$ cat src/hw/rtl/hrmp_pkg.sv
`default_nettype none

package hrmp_pkg;

   // Ring and packet sizing.
   localparam int RR_SLOTS     = 8;
   localparam int PACKET_BYTES = 20;
   localparam int PTR_W        = $clog2(RR_SLOTS);
   localparam int LEN_W        = $clog2(PACKET_BYTES + 1) < 3 ? 3 : $clog2(PACKET_BYTES + 1);
   localparam int ROOM_W       = $clog2(PACKET_BYTES / 2 + 1);
   localparam int RR_W         = 16;

   // Action codes.
   localparam logic [2:0] ACT_SET_RATE     = 3'd0;
   localparam logic [2:0] ACT_SET_ENERGY   = 3'd1;
   localparam logic [2:0] ACT_ADD_RR       = 3'd2;
   localparam logic [2:0] ACT_RESET_ENERGY = 3'd3;
   localparam logic [2:0] ACT_SET_CONTACT  = 3'd4;
   localparam logic [2:0] ACT_SEND         = 3'd5;

   // Flag bit positions.
   localparam int FLAG_WIDE_BIT   = 0;
   localparam int FLAG_ENERGY_BIT = 3;
   localparam int FLAG_RR_BIT     = 4;
   localparam logic [7:0] FLAG_CONTACT_MASK = 8'h06;

   // Narrow rate limit.
   localparam logic [15:0] RATE_NARROW_MAX = 16'h00FF;

   // Ring pointer advance with wrap.
   function automatic logic [PTR_W-1:0] next_slot(input logic [PTR_W-1:0] p);
      logic [PTR_W-1:0] r;
      if (p >= PTR_W'(RR_SLOTS - 1)) begin
         r = '0;
      end else begin
         r = p + PTR_W'(1);
      end
      return r;
   endfunction

endpackage

`default_nettype wire

$ cat src/hw/rtl/hrmp_rr_ram.sv
`default_nettype none

// Simple dual-port RAM with a registered read port.
module hrmp_rr_ram #(
   parameter int DEPTH = 8,
   parameter int WIDTH = 16
) (
   input  wire logic                     clock,
   input  wire logic                     wr_en,
   input  wire logic [$clog2(DEPTH)-1:0] wr_addr,
   input  wire logic [WIDTH-1:0]         wr_data,
   input  wire logic                     rd_en,
   input  wire logic [$clog2(DEPTH)-1:0] rd_addr,
   output      logic [WIDTH-1:0]         rd_data
);

   logic [WIDTH-1:0] mem [DEPTH];
   logic [WIDTH-1:0] rd_data_ff;

   // Write port.
   always_ff @(posedge clock) begin
      if (wr_en) begin
         mem[wr_addr] <= wr_data;
      end
   end

   // Read port, registered on rd_en.
   always_ff @(posedge clock) begin
      if (rd_en) begin
         rd_data_ff <= mem[rd_addr];
      end
   end

   assign rd_data = rd_data_ff;

endmodule

`default_nettype wire

$ cat src/hw/rtl/heart_rate_measurement_packer.sv
// A send pushes its header bytes, then walks the RR ring, reading each slot from memory and then
// checking it, and flushes the held byte as the final word; busy stays high until it is done.
// Other actions are taken back to back. One byte word is strobed per cycle at most.
// Reset (synchronous, active high) clears notify, rate, energy, flags, pointer and valid bits.
// The receiver cannot stall: each result word is shown for exactly one cycle.
`default_nettype none

module heart_rate_measurement_packer (
   input  wire logic        clock,
   input  wire logic        reset,
   input  wire logic        start,
   output      logic        busy,
   input  wire logic [2:0]  req_action,
   input  wire logic [15:0] req_value,
   output      logic        rsp_strobe,
   output      logic [7:0]  rsp_packet_byte,
   output      logic        rsp_last_byte,
   input  wire logic        csr_valid,
   output      logic        csr_ready,
   input  wire logic        csr_wdata
);

   typedef enum logic [2:0] {
      ST_IDLE,
      ST_HDR,
      ST_RD,
      ST_CHK,
      ST_HI,
      ST_DONE
   } state_type;

   state_type                      state_ff, state_in;
   logic                           notify_ff, notify_in;
   logic [15:0]                    rate_ff, rate_in;
   logic [15:0]                    energy_ff, energy_in;
   logic [7:0]                     flags_ff, flags_in;
   logic [hrmp_pkg::PTR_W-1:0]     wp_ff, wp_in;
   logic                           valid_ff [hrmp_pkg::RR_SLOTS];
   logic                           valid_in [hrmp_pkg::RR_SLOTS];

   // Send context.
   logic [7:0]                     hdr_flags_ff, hdr_flags_in;
   logic                           hdr_wide_ff, hdr_wide_in;
   logic [2:0]                     hdr_last_ff, hdr_last_in;
   logic [2:0]                     hidx_ff, hidx_in;
   logic                           walk_ff, walk_in;
   logic [hrmp_pkg::ROOM_W-1:0]    room_ff, room_in;
   logic [hrmp_pkg::PTR_W-1:0]     ptr_ff, ptr_in;
   logic [7:0]                     hi_ff, hi_in;
   logic                           more_ff, more_in;

   // Pending byte and output registers.
   logic [7:0]                     pend_ff, pend_in;
   logic                           pend_vld_ff, pend_vld_in;
   logic                           strobe_ff, strobe_in;
   logic [7:0]                     obyte_ff, obyte_in;
   logic                           olast_ff, olast_in;

   // Memory port signals.
   logic                           ram_wr_en;
   logic [hrmp_pkg::PTR_W-1:0]     ram_wr_addr;
   logic                           ram_rd_en;
   logic [hrmp_pkg::PTR_W-1:0]     ram_rd_addr;
   logic [hrmp_pkg::RR_W-1:0]      ram_rd_data;

   // Working signals.
   logic                           accept;
   logic                           push;
   logic [7:0]                     push_byte;
   logic [7:0]                     hdr_byte;
   logic                           wide;
   logic                           energy_on;
   logic [2:0]                     hdr_len;
   logic [hrmp_pkg::LEN_W-1:0]     len_ext;
   logic [hrmp_pkg::LEN_W-1:0]     room_diff;
   logic [hrmp_pkg::ROOM_W-1:0]    room_start;
   logic [15:0]                    slot_val;
   logic                           slot_hit;
   logic                           at_end;

   assign accept    = start && (state_ff == ST_IDLE);
   assign busy      = (state_ff != ST_IDLE);
   assign csr_ready = 1'b1;

   // Header layout for the send that is about to start.
   assign wide      = (rate_ff > hrmp_pkg::RATE_NARROW_MAX);
   assign energy_on = flags_ff[hrmp_pkg::FLAG_ENERGY_BIT];
   assign hdr_len   = 3'd2 + {2'b00, wide} + {1'b0, energy_on, 1'b0};
   assign len_ext   = hrmp_pkg::LEN_W'(hdr_len);
   assign room_diff = hrmp_pkg::LEN_W'(hrmp_pkg::PACKET_BYTES) - len_ext;
   assign room_start = (len_ext < hrmp_pkg::LEN_W'(hrmp_pkg::PACKET_BYTES)) ?
                       hrmp_pkg::ROOM_W'(room_diff >> 1) : '0;

   // Header byte selection by position.
   always_comb begin
      hdr_byte = 8'h00;
      unique case (hidx_ff)
         3'd0:    hdr_byte = hdr_flags_ff;
         3'd1:    hdr_byte = rate_ff[7:0];
         3'd2:    hdr_byte = hdr_wide_ff ? rate_ff[15:8] : energy_ff[7:0];
         3'd3:    hdr_byte = hdr_wide_ff ? energy_ff[7:0] : energy_ff[15:8];
         3'd4:    hdr_byte = energy_ff[15:8];
         default: hdr_byte = 8'h00;
      endcase
   end

   // An empty ring slot reads as zero.
   assign slot_val = valid_ff[ptr_ff] ? ram_rd_data : 16'h0000;
   assign slot_hit = (slot_val != 16'h0000);
   assign at_end   = (ptr_ff == wp_ff);

   // Memory access: adds write when idle, the walk reads one slot ahead.
   assign ram_wr_en   = accept && (req_action == hrmp_pkg::ACT_ADD_RR);
   assign ram_wr_addr = hrmp_pkg::next_slot(wp_ff);
   assign ram_rd_en   = (state_ff == ST_RD);
   assign ram_rd_addr = hrmp_pkg::next_slot(ptr_ff);

   hrmp_rr_ram #(
      .DEPTH (hrmp_pkg::RR_SLOTS),
      .WIDTH (hrmp_pkg::RR_W)
   ) u_rr_ram (
      .clock   (clock),
      .wr_en   (ram_wr_en),
      .wr_addr (ram_wr_addr),
      .wr_data (req_value),
      .rd_en   (ram_rd_en),
      .rd_addr (ram_rd_addr),
      .rd_data (ram_rd_data)
   );

   // Next-state and datapath logic.
   always_comb begin
      state_in     = state_ff;
      notify_in    = notify_ff;
      rate_in      = rate_ff;
      energy_in    = energy_ff;
      flags_in     = flags_ff;
      wp_in        = wp_ff;
      valid_in     = valid_ff;
      hdr_flags_in = hdr_flags_ff;
      hdr_wide_in  = hdr_wide_ff;
      hdr_last_in  = hdr_last_ff;
      hidx_in      = hidx_ff;
      walk_in      = walk_ff;
      room_in      = room_ff;
      ptr_in       = ptr_ff;
      hi_in        = hi_ff;
      more_in      = more_ff;
      pend_in      = pend_ff;
      pend_vld_in  = pend_vld_ff;
      strobe_in    = 1'b0;
      obyte_in     = obyte_ff;
      olast_in     = 1'b0;
      push         = 1'b0;
      push_byte    = 8'h00;

      if (csr_valid && csr_ready) begin
         notify_in = csr_wdata;
      end

      unique case (state_ff)
         ST_IDLE: begin
            if (accept) begin
               unique case (req_action)
                  hrmp_pkg::ACT_SET_RATE: begin
                     rate_in = req_value;
                  end
                  hrmp_pkg::ACT_SET_ENERGY: begin
                     energy_in = req_value;
                     flags_in[hrmp_pkg::FLAG_ENERGY_BIT] = 1'b1;
                  end
                  hrmp_pkg::ACT_ADD_RR: begin
                     flags_in[hrmp_pkg::FLAG_RR_BIT] = 1'b1;
                     wp_in = ram_wr_addr;
                     valid_in[ram_wr_addr] = 1'b1;
                  end
                  hrmp_pkg::ACT_RESET_ENERGY: begin
                     energy_in = 16'h0000;
                     flags_in[hrmp_pkg::FLAG_ENERGY_BIT] = 1'b1;
                  end
                  hrmp_pkg::ACT_SET_CONTACT: begin
                     flags_in = (flags_ff & ~hrmp_pkg::FLAG_CONTACT_MASK) |
                                {5'b00000, req_value[1:0], 1'b0};
                  end
                  hrmp_pkg::ACT_SEND: begin
                     if (notify_ff) begin
                        hdr_flags_in = flags_ff;
                        hdr_flags_in[hrmp_pkg::FLAG_WIDE_BIT] = wide;
                        hdr_wide_in  = wide;
                        hdr_last_in  = hdr_len - 3'd1;
                        hidx_in      = 3'd0;
                        walk_in      = flags_ff[hrmp_pkg::FLAG_RR_BIT] &&
                                       (room_start != '0);
                        room_in      = room_start;
                        ptr_in       = wp_ff;
                        flags_in[hrmp_pkg::FLAG_ENERGY_BIT] = 1'b0;
                        state_in     = ST_HDR;
                     end
                  end
                  default: begin
                  end
               endcase
            end
         end

         // One header byte per cycle.
         ST_HDR: begin
            push      = 1'b1;
            push_byte = hdr_byte;
            hidx_in   = hidx_ff + 3'd1;
            if (hidx_ff == hdr_last_ff) begin
               state_in = walk_ff ? ST_RD : ST_DONE;
            end
         end

         // Read the next ring slot.
         ST_RD: begin
            ptr_in   = ram_rd_addr;
            state_in = ST_CHK;
         end

         // Clear the slot and send it if nonzero; stop at the newest slot or when full.
         ST_CHK: begin
            valid_in[ptr_ff] = 1'b0;
            if (at_end) begin
               flags_in[hrmp_pkg::FLAG_RR_BIT] = 1'b0;
            end
            if (slot_hit) begin
               push      = 1'b1;
               push_byte = slot_val[7:0];
               hi_in     = slot_val[15:8];
               room_in   = room_ff - hrmp_pkg::ROOM_W'(1);
               more_in   = !at_end && (room_ff != hrmp_pkg::ROOM_W'(1));
               state_in  = ST_HI;
            end else begin
               state_in  = at_end ? ST_DONE : ST_RD;
            end
         end

         ST_HI: begin
            push      = 1'b1;
            push_byte = hi_ff;
            state_in  = more_ff ? ST_RD : ST_DONE;
         end

         // Flush the held byte as the final word.
         ST_DONE: begin
            strobe_in   = 1'b1;
            obyte_in    = pend_ff;
            olast_in    = 1'b1;
            pend_vld_in = 1'b0;
            state_in    = ST_IDLE;
         end

         default: begin
            state_in = ST_IDLE;
         end
      endcase

      // Each new byte releases the one held before it.
      if (push) begin
         if (pend_vld_ff) begin
            strobe_in = 1'b1;
            obyte_in  = pend_ff;
            olast_in  = 1'b0;
         end
         pend_in     = push_byte;
         pend_vld_in = 1'b1;
      end
   end

   // State and registered outputs.
   always_ff @(posedge clock) begin
      if (reset) begin
         state_ff    <= ST_IDLE;
         notify_ff   <= 1'b0;
         rate_ff     <= 16'h0000;
         energy_ff   <= 16'h0000;
         flags_ff    <= 8'h00;
         wp_ff       <= '0;
         for (int i = 0; i < hrmp_pkg::RR_SLOTS; i++) begin
            valid_ff[i] <= 1'b0;
         end
         pend_vld_ff <= 1'b0;
         strobe_ff   <= 1'b0;
         olast_ff    <= 1'b0;
      end else begin
         state_ff    <= state_in;
         notify_ff   <= notify_in;
         rate_ff     <= rate_in;
         energy_ff   <= energy_in;
         flags_ff    <= flags_in;
         wp_ff       <= wp_in;
         valid_ff    <= valid_in;
         pend_vld_ff <= pend_vld_in;
         strobe_ff   <= strobe_in;
         olast_ff    <= olast_in;
      end
      hdr_flags_ff <= hdr_flags_in;
      hdr_wide_ff  <= hdr_wide_in;
      hdr_last_ff  <= hdr_last_in;
      hidx_ff      <= hidx_in;
      walk_ff      <= walk_in;
      room_ff      <= room_in;
      ptr_ff       <= ptr_in;
      hi_ff        <= hi_in;
      more_ff      <= more_in;
      pend_ff      <= pend_in;
      obyte_ff     <= obyte_in;
   end

   assign rsp_strobe      = strobe_ff;
   assign rsp_packet_byte = obyte_ff;
   assign rsp_last_byte   = olast_ff;

   // A packet's final word is never followed at once by another word.
   a_last_gap: assert property (@(posedge clock) disable iff (reset)
      rsp_strobe && rsp_last_byte |=> !rsp_strobe)
      else $error("word strobed right after a final word");

   // The flush always has a held byte to send.
   a_flush_pending: assert property (@(posedge clock) disable iff (reset)
      state_ff == ST_DONE |-> pend_vld_ff)
      else $error("packet end with no held byte");

   // An enabled send starts a busy sequence.
   a_send_busy: assert property (@(posedge clock) disable iff (reset)
      accept && req_action == hrmp_pkg::ACT_SEND && notify_ff |=> busy)
      else $error("send accepted without starting a packet");

   // The ring is only written while no walk is in progress.
   a_write_idle: assert property (@(posedge clock) disable iff (reset)
      ram_wr_en |-> state_ff == ST_IDLE)
      else $error("ring write during a send");

endmodule

`default_nettype wire

$ cat config.mk
export PLATFORM = sky130hd
export DESIGN_NAME = heart_rate_measurement_packer
export DESIGN_NICKNAME = d
export VERILOG_FILES = /design/src/hw/rtl/hrmp_pkg.sv /design/src/hw/rtl/hrmp_rr_ram.sv /design/src/hw/rtl/heart_rate_measurement_packer.sv
export SDC_FILE = /design/constraint.sdc
export NUM_CORES = 1
export LEC_CHECK = 0
export BUFFER_PORTS_ARGS = -buffer_cell sky130_fd_sc_hd__buf_4
export CAP_MARGIN = 20
export CORE_ASPECT_RATIO = 0.9
export CORE_MARGIN = 2
export CORE_UTILIZATION = 55
export DETAILED_ROUTE_END_ITERATION = 16
export PLACE_DENSITY = 0.77
export SLEW_MARGIN = 30
export SYNTH_ARGS = -nofsm -noshare
export SYNTH_HDL_FRONTEND = slang
export SYNTH_SLANG_ARGS = --single-unit
export TNS_END_PERCENT = 20
$ cat constraint.sdc
create_clock -name clock -period 6.8 [get_ports clock]
set_input_delay 1.36 -clock clock [delete_from_list [all_inputs] [get_ports clock]]
set_output_delay 1.36 -clock clock [all_outputs]
set_load 0.005 [all_outputs]
== Yosys cells after proc, flatten, opt, wreduce, memory -nomap -nowiden ==
Memory sizes are Yosys's and may differ from the RTL's. A register that Yosys moved wholly into a read port is not among the register bits.
Cells that the tools add are included.

* Latch bits: 0
* Bits in read-only memories: 0
* Logic and storage cells: 176
* Bits in writable memories: 128
* Output and inout port bits: 12
* Memories: 1
* Bits of input ports: 24
* Register bits: 106

{| class="wikitable"
|+ Memories
! memory !! depth !! bits a word !! read ports !! clocked after Yosys merged registers in !! wr ports !! RTL line !! source
|-
| u_rr_ram.mem || 8 || 16 || 1 || 1 || 1 || hrmp_rr_ram.sv:17 || <nowiki>logic [WIDTH-1:0] mem [DEPTH];</nowiki>
|}

* $lt $le $gt $ge: 8
* Reduce and logical (&&, ||, !) cells: 34
* Equality and inequality tests: 26
* Bitwise gates (word level): 6
* Shift-type cells: 0
* Multiplexer cells: 63
* Add/subtract/negate cells: 8
* Div/mod/pow operators: 0
* Multiply operators: 0

{| class="wikitable"
|+ Operator list
! cell !! count
|-
| two-way mux 8 bit || 8
|-
| two-way mux 3 bit || 17
|-
| one-hot mux 8 bit (5 select lines) || 1
|-
| one-hot mux 16 bit (2 select lines) || 1
|-
| one-hot mux 8 bit (3 select lines) || 1
|-
| AND reduction 4 bit || 6
|-
| two-way mux 4 bit || 5
|-
| == test 3 x 2 -> 1 bit, second input constant || 6
|-
| > comparator 16 x 8 -> 1 bit, second input constant || 1
|-
| two-way mux 1 bit || 16
|-
| two-way mux 16 bit || 1
|-
| one-hot mux 8 bit (2 select lines) || 1
|-
| nonzero test 16 bit || 1
|-
| == test 3 bit, second input constant || 5
|-
| one-hot mux 3 bit (5 select lines) || 1
|-
| AND reduction 3 bit || 5
|-
| inequality test 2 bit, second input constant || 6
|-
| one-hot mux 3 bit (2 select lines) || 2
|-
| nonzero test 2 bit || 5
|-
| adder 3 x 1 -> 3 bit, second input constant || 3
|-
| == test 3 x 1 -> 1 bit, second input constant || 3
|-
| logical NOT 3 bit || 3
|-
| bitwise AND 8 bit || 1
|-
| >= comparator 4 bit, second input constant || 2
|-
| other kinds (29) || 44
|}

== Depth between registers and ports, before layout ==
* Word-level depth: 11
* Mapped depth: 7

== By module ==
A second synthesis with hierarchy kept.

* Cells, all modules: 689
* Area, all modules: 10239.8 um^2

{| class="wikitable"
|+ Modules (own cells, without submodules)
! module !! cells each !! sequential area each (um^2) !! area an instance (um^2) !! times used
|-
| hrmp_rr_ram || 214 || 4324.1 || 5454.0 || 1
|-
| heart_rate_measurement_packer || 475 || 2322.2 || 4785.8 || 1
|}

== Worst setup path before layout ==
Ideal clock, no wire load.

* Path kind: in2reg
* Start: in req_action[1]
* End: mem u_rr_ram.mem[3][0] (enable)
* Setup time: 0.388 ns
* Path slack: 3.479 ns
* Path buffers: 2
* Stages: 6
* Data required time: 6.412 ns
* Data arrival time: 2.933 ns
* Path through: clkbuf_1 > and3b_1 > and2_1 > clkbuf_1 > nand2_1 > nor2_1

* Word-level cells in the longest chain between the ends: 4

{| class="wikitable"
|+ RTL lines
! element !! RTL line !! source
|-
| start: declaration || heart_rate_measurement_packer.sv:13 || <nowiki>input wire logic [2:0] req_action,</nowiki>
|-
| == test 3 x 2 -> 1 bit || heart_rate_measurement_packer.sv:113 || <nowiki>assign ram_wr_en = accept && (req_action == hrmp_pkg::ACT_ADD_RR);</nowiki>
|-
| logical AND 1 bit || heart_rate_measurement_packer.sv:113 ||
|-
| two-way mux 1 bit || hrmp_rr_ram.sv:22 || <nowiki>if (wr_en) begin</nowiki>
|-
| two-way mux 1 bit (not written as such) || hrmp_rr_ram.sv:23 || <nowiki>mem[wr_addr] <= wr_data;</nowiki>
|-
| end: declaration || hrmp_rr_ram.sv:17 ||
|}

Every way passes these cells.

== Final worst setup path ==
* Start: reg state_ff[2]
* End: out busy

* Word-level cells in the longest chain between the ends: 1

{| class="wikitable"
|+ RTL lines
! element !! RTL line !! source
|-
| start: declaration || heart_rate_measurement_packer.sv:32 || <nowiki>state_type state_ff, state_in;</nowiki>
|-
| start signal: assignment || heart_rate_measurement_packer.sv:288 || <nowiki>state_ff <= state_in;</nowiki>
|-
| nonzero test 3 bit || heart_rate_measurement_packer.sv:82 || <nowiki>assign busy = (state_ff != ST_IDLE);</nowiki>
|-
| end: declaration || heart_rate_measurement_packer.sv:12 || <nowiki>output logic busy,</nowiki>
|}

Every way passes these cells.

==> impl_metrics.csv <==
group,metric,value,unit
status,status,"completed",
worst_setup_path,startpoint_type,"flop",
floorplan,ios,36,
logic_synthesis,ys_types,53,
timing,fin_crit_sh,44.85,%
logic_synthesis,synth_top_area_cell,"edfxtp_1",
routing,wl_per_cell,22.57,um
global_routing,grt-ovfl-total,0,
placed_design,place_hpwl,14360,um
timing,rsz0062_at_grt,"false",
logic_synthesis,avgSynthCellArea,14.36,sq um
cts,ctsResizeCount,0,
global_routing,grt_util_all_layers,23.19,%
timing,fin_ws,3.750,ns
timing,fmax,0.3279,GHz
cts,clock_latency,0.54,ns
worst_setup_path,crit_required,5.44,ns
final_layout,antenna_cells,0,
timing,hold_viol,0,
worst_setup_path,crit_buf_inv,2,
floorplan,core,0.01773,sq mm
final_layout,nNetsFinal,768,
routing,first_pass_iters,5,
global_routing,grt_pass1_wl,34870,um
timing,finClkSkew,0.02530,ns
logic_synthesis,netlist_top_cells_area,"edfxtp_1 54%, dfxtp_1 12%, mux4_2 7.6%",
min_path,hold_class,"flop to flop",
floorplan,dieHeight,132.0,um
placed_design,place_congestion,0.8503,
worst_setup_path,crit_type,"flop to primary output",
worst_setup_path,cp_slowest_cell,"dfxtp_1",
logic_synthesis,syn-num-nets,735,
placed_design,pre_cts_ws,3.400,ns
worst_setup_path,crit_chain,"nor3_1, inv_1, buf_4",
logic_synthesis,synth-edff-count,180,
cts,cts_sinks,242,
logic_synthesis,ys_ff_latch,242,
floorplan,initial_core_util,56.47,%
final_layout,synthToLayoutAreaGrowth,12.70,%
routing,drt_wl_total,22280,um
cts,htree_num_levels,1,
timing,finalSetupTns,0,ns
routing,via_per_inst,6.252,
logic_synthesis,ys.flop_type,"edfxtp_1",
worst_setup_path,end_kind,"primary output",
global_routing,antenna_found_initial,1,
floorplan,fp-row-count,46,
worst_setup_path,crit_fanout,18,
cts,root_buffer,"clkbuf_16",
floorplan,die_w,146.2,um
cts,cts_tree,"yes",
cts,cts_hold_buf,0,
logic_synthesis,synth_common_cells,"180 x edfxtp_1, 62 x dfxtp_1, 50 x nand2_1",
logic_synthesis,yosys_warnings,0,
floorplan,dieArea,0.01930,sq mm
flow_run,max_cap_viol_count,0,
routing,ant_nets,0,
final_layout,fin_util,63.64,%
pwr,ir_worst_vdd,0.1931,mV
routing,drtIter0Drc,745,
timing,finalCriticalPeriod,3.050,ns
logic_synthesis,async_flop_share,0,%
timing,slew_violations,0,
timing,maxSlewHeadroom,34.55,%
routing,via_count,6171,
cts,post_cts_buffers,0,
global_routing,grt_pass1_vias,6175,
logic_synthesis,seq_area_frac_synth,66.40,%
global_routing,grt_max_degree,50,
pwr,p_leak,3.808,nW
pwr,finalPower,2.941,mW
logic_synthesis,netlist_area,0.01001,sq mm
pwr,power_density,260.7,mW/mm^2
cts,clk_path_buf_depth,3,
cts,cts_made_buffers,24,
worst_setup_path,cp_data_arrival_time,1.69,ns
timing,setup_viol_count_final,0,
timing,tightest_slew,0.9789,ns
routing,drc,0,
final_layout,final_layout_size_suffix_gt1_share,20.48,%
logic_synthesis,syn_inst,697,
worst_setup_path,crit_family,"flip-flops",
placed_design,port_buffers,34,
logic_synthesis,yosys.area.top_type_share,54.00,%
cts,path_clk_slew,0.06,ns
worst_setup_path,cpPeakStageDelay,0.49,ns
logic_synthesis,yosysMostFrequentCell,"edfxtp_1",
[logic make-up after synthesis]
family	after synthesis	share of synthesized area (%)
other	1	0.03746
muxes	66	11.19
and+or+nand+nor	193	9.988
buffers and inverters	54	2.138
DFF	242	66.40
xor gates and xnor gates	8	0.6999
adders and majority gates	14	1.750
AOI/OAI and AO/OA	119	7.800
[power by group]
group	total [mW]	internal (mW)	switching (mW)
sequential	1.60	1.59	0.00898
combinational	0.0910	0.0331	0.0579
clock	1.25	0.695	0.551
[layout by cell type (no fill, tap or decap), types with 21 or more instances in the layout]
| master | Yosys | final |
|---|---|---|
| a21oi_1 | 45 | 45 |
| nor2_1 | 35 | 34 |
| clkbuf_16 | 0 | 25 |
| dfxtp_1 | 62 | 62 |
| nand3_1 | 30 | 30 |
| mux2_2 | 27 | 27 |
| nand2_1 | 50 | 50 |
| edfxtp_1 | 180 | 180 |
| mux4_2 | 34 | 34 |
| buf_4 | 1 | 46 |
| nand3b_1 | 21 | 21 |
[cell type report]
class | count | area (sq um)
Inverter | 15 | 56.30
Multi-Input combinational cell | 401 | 3181
Clock buffer | 30 | 664.4
Timing Repair Buffer | 46 | 345.3
Clock inverter | 13 | 87.58
Tap cell | 240 | 300.3
Sequential cell | 242 | 6646
Fill cell | 1268 | 6446
[stage by stage]
stage          cell area, sq um  cells  hold slack (ns)
3_5_place_dp              10520    944           0.4231
6_report                  11280    987           0.4392
3_3_place_gp              10520    944           0.4249
4_1_cts                   11270    987           0.4376
2_1_floorplan             10010    697           0.4080
5_1_grt                   11280    987           0.4593
[layer usage]
metal  vias to the layer above  wire [um]  global-route usage [%]
li1                       2739          -                       -
met4                         2        524                   6.472
met1                      3040       9021                   32.23
met2                       336      10750                   37.95
met5                         -         16                       0
met3                        54       1970                   4.464
[path summary, 6_finish.rpt]
| kind | slack, ns | start | cells past startpoint | end |
|---|---|---|---|---|
| min reg2reg | 0.44 | flags_ff[2] | 0 | hdr_flags_ff[2] |
| min | 0.44 | flags_ff[2] | 0 | hdr_flags_ff[2] |
| max | 3.75 | state_ff[2] | 3 | busy |
| max reg2reg | 3.88 | ptr_ff[0] | 6 | u_rr_ram.rd_data[12] |
[sequential cells by signal, indices dropped and copies added (netlist names), 3 cells and up, named ones only]
signal,cells
energy_ff,16
flags_ff,3
hdr_flags_ff,5
hdr_last_ff,3
hi_ff,8
hidx_ff,3
pend_ff,8
ptr_ff,3
rate_ff,16
room_ff,4
rsp_packet_byte,8
state_ff,3
u_rr_ram.mem,128
u_rr_ram.rd_data,16
valid_ff,8
wp_ff,3
Power figures use the tool's default switching activity.
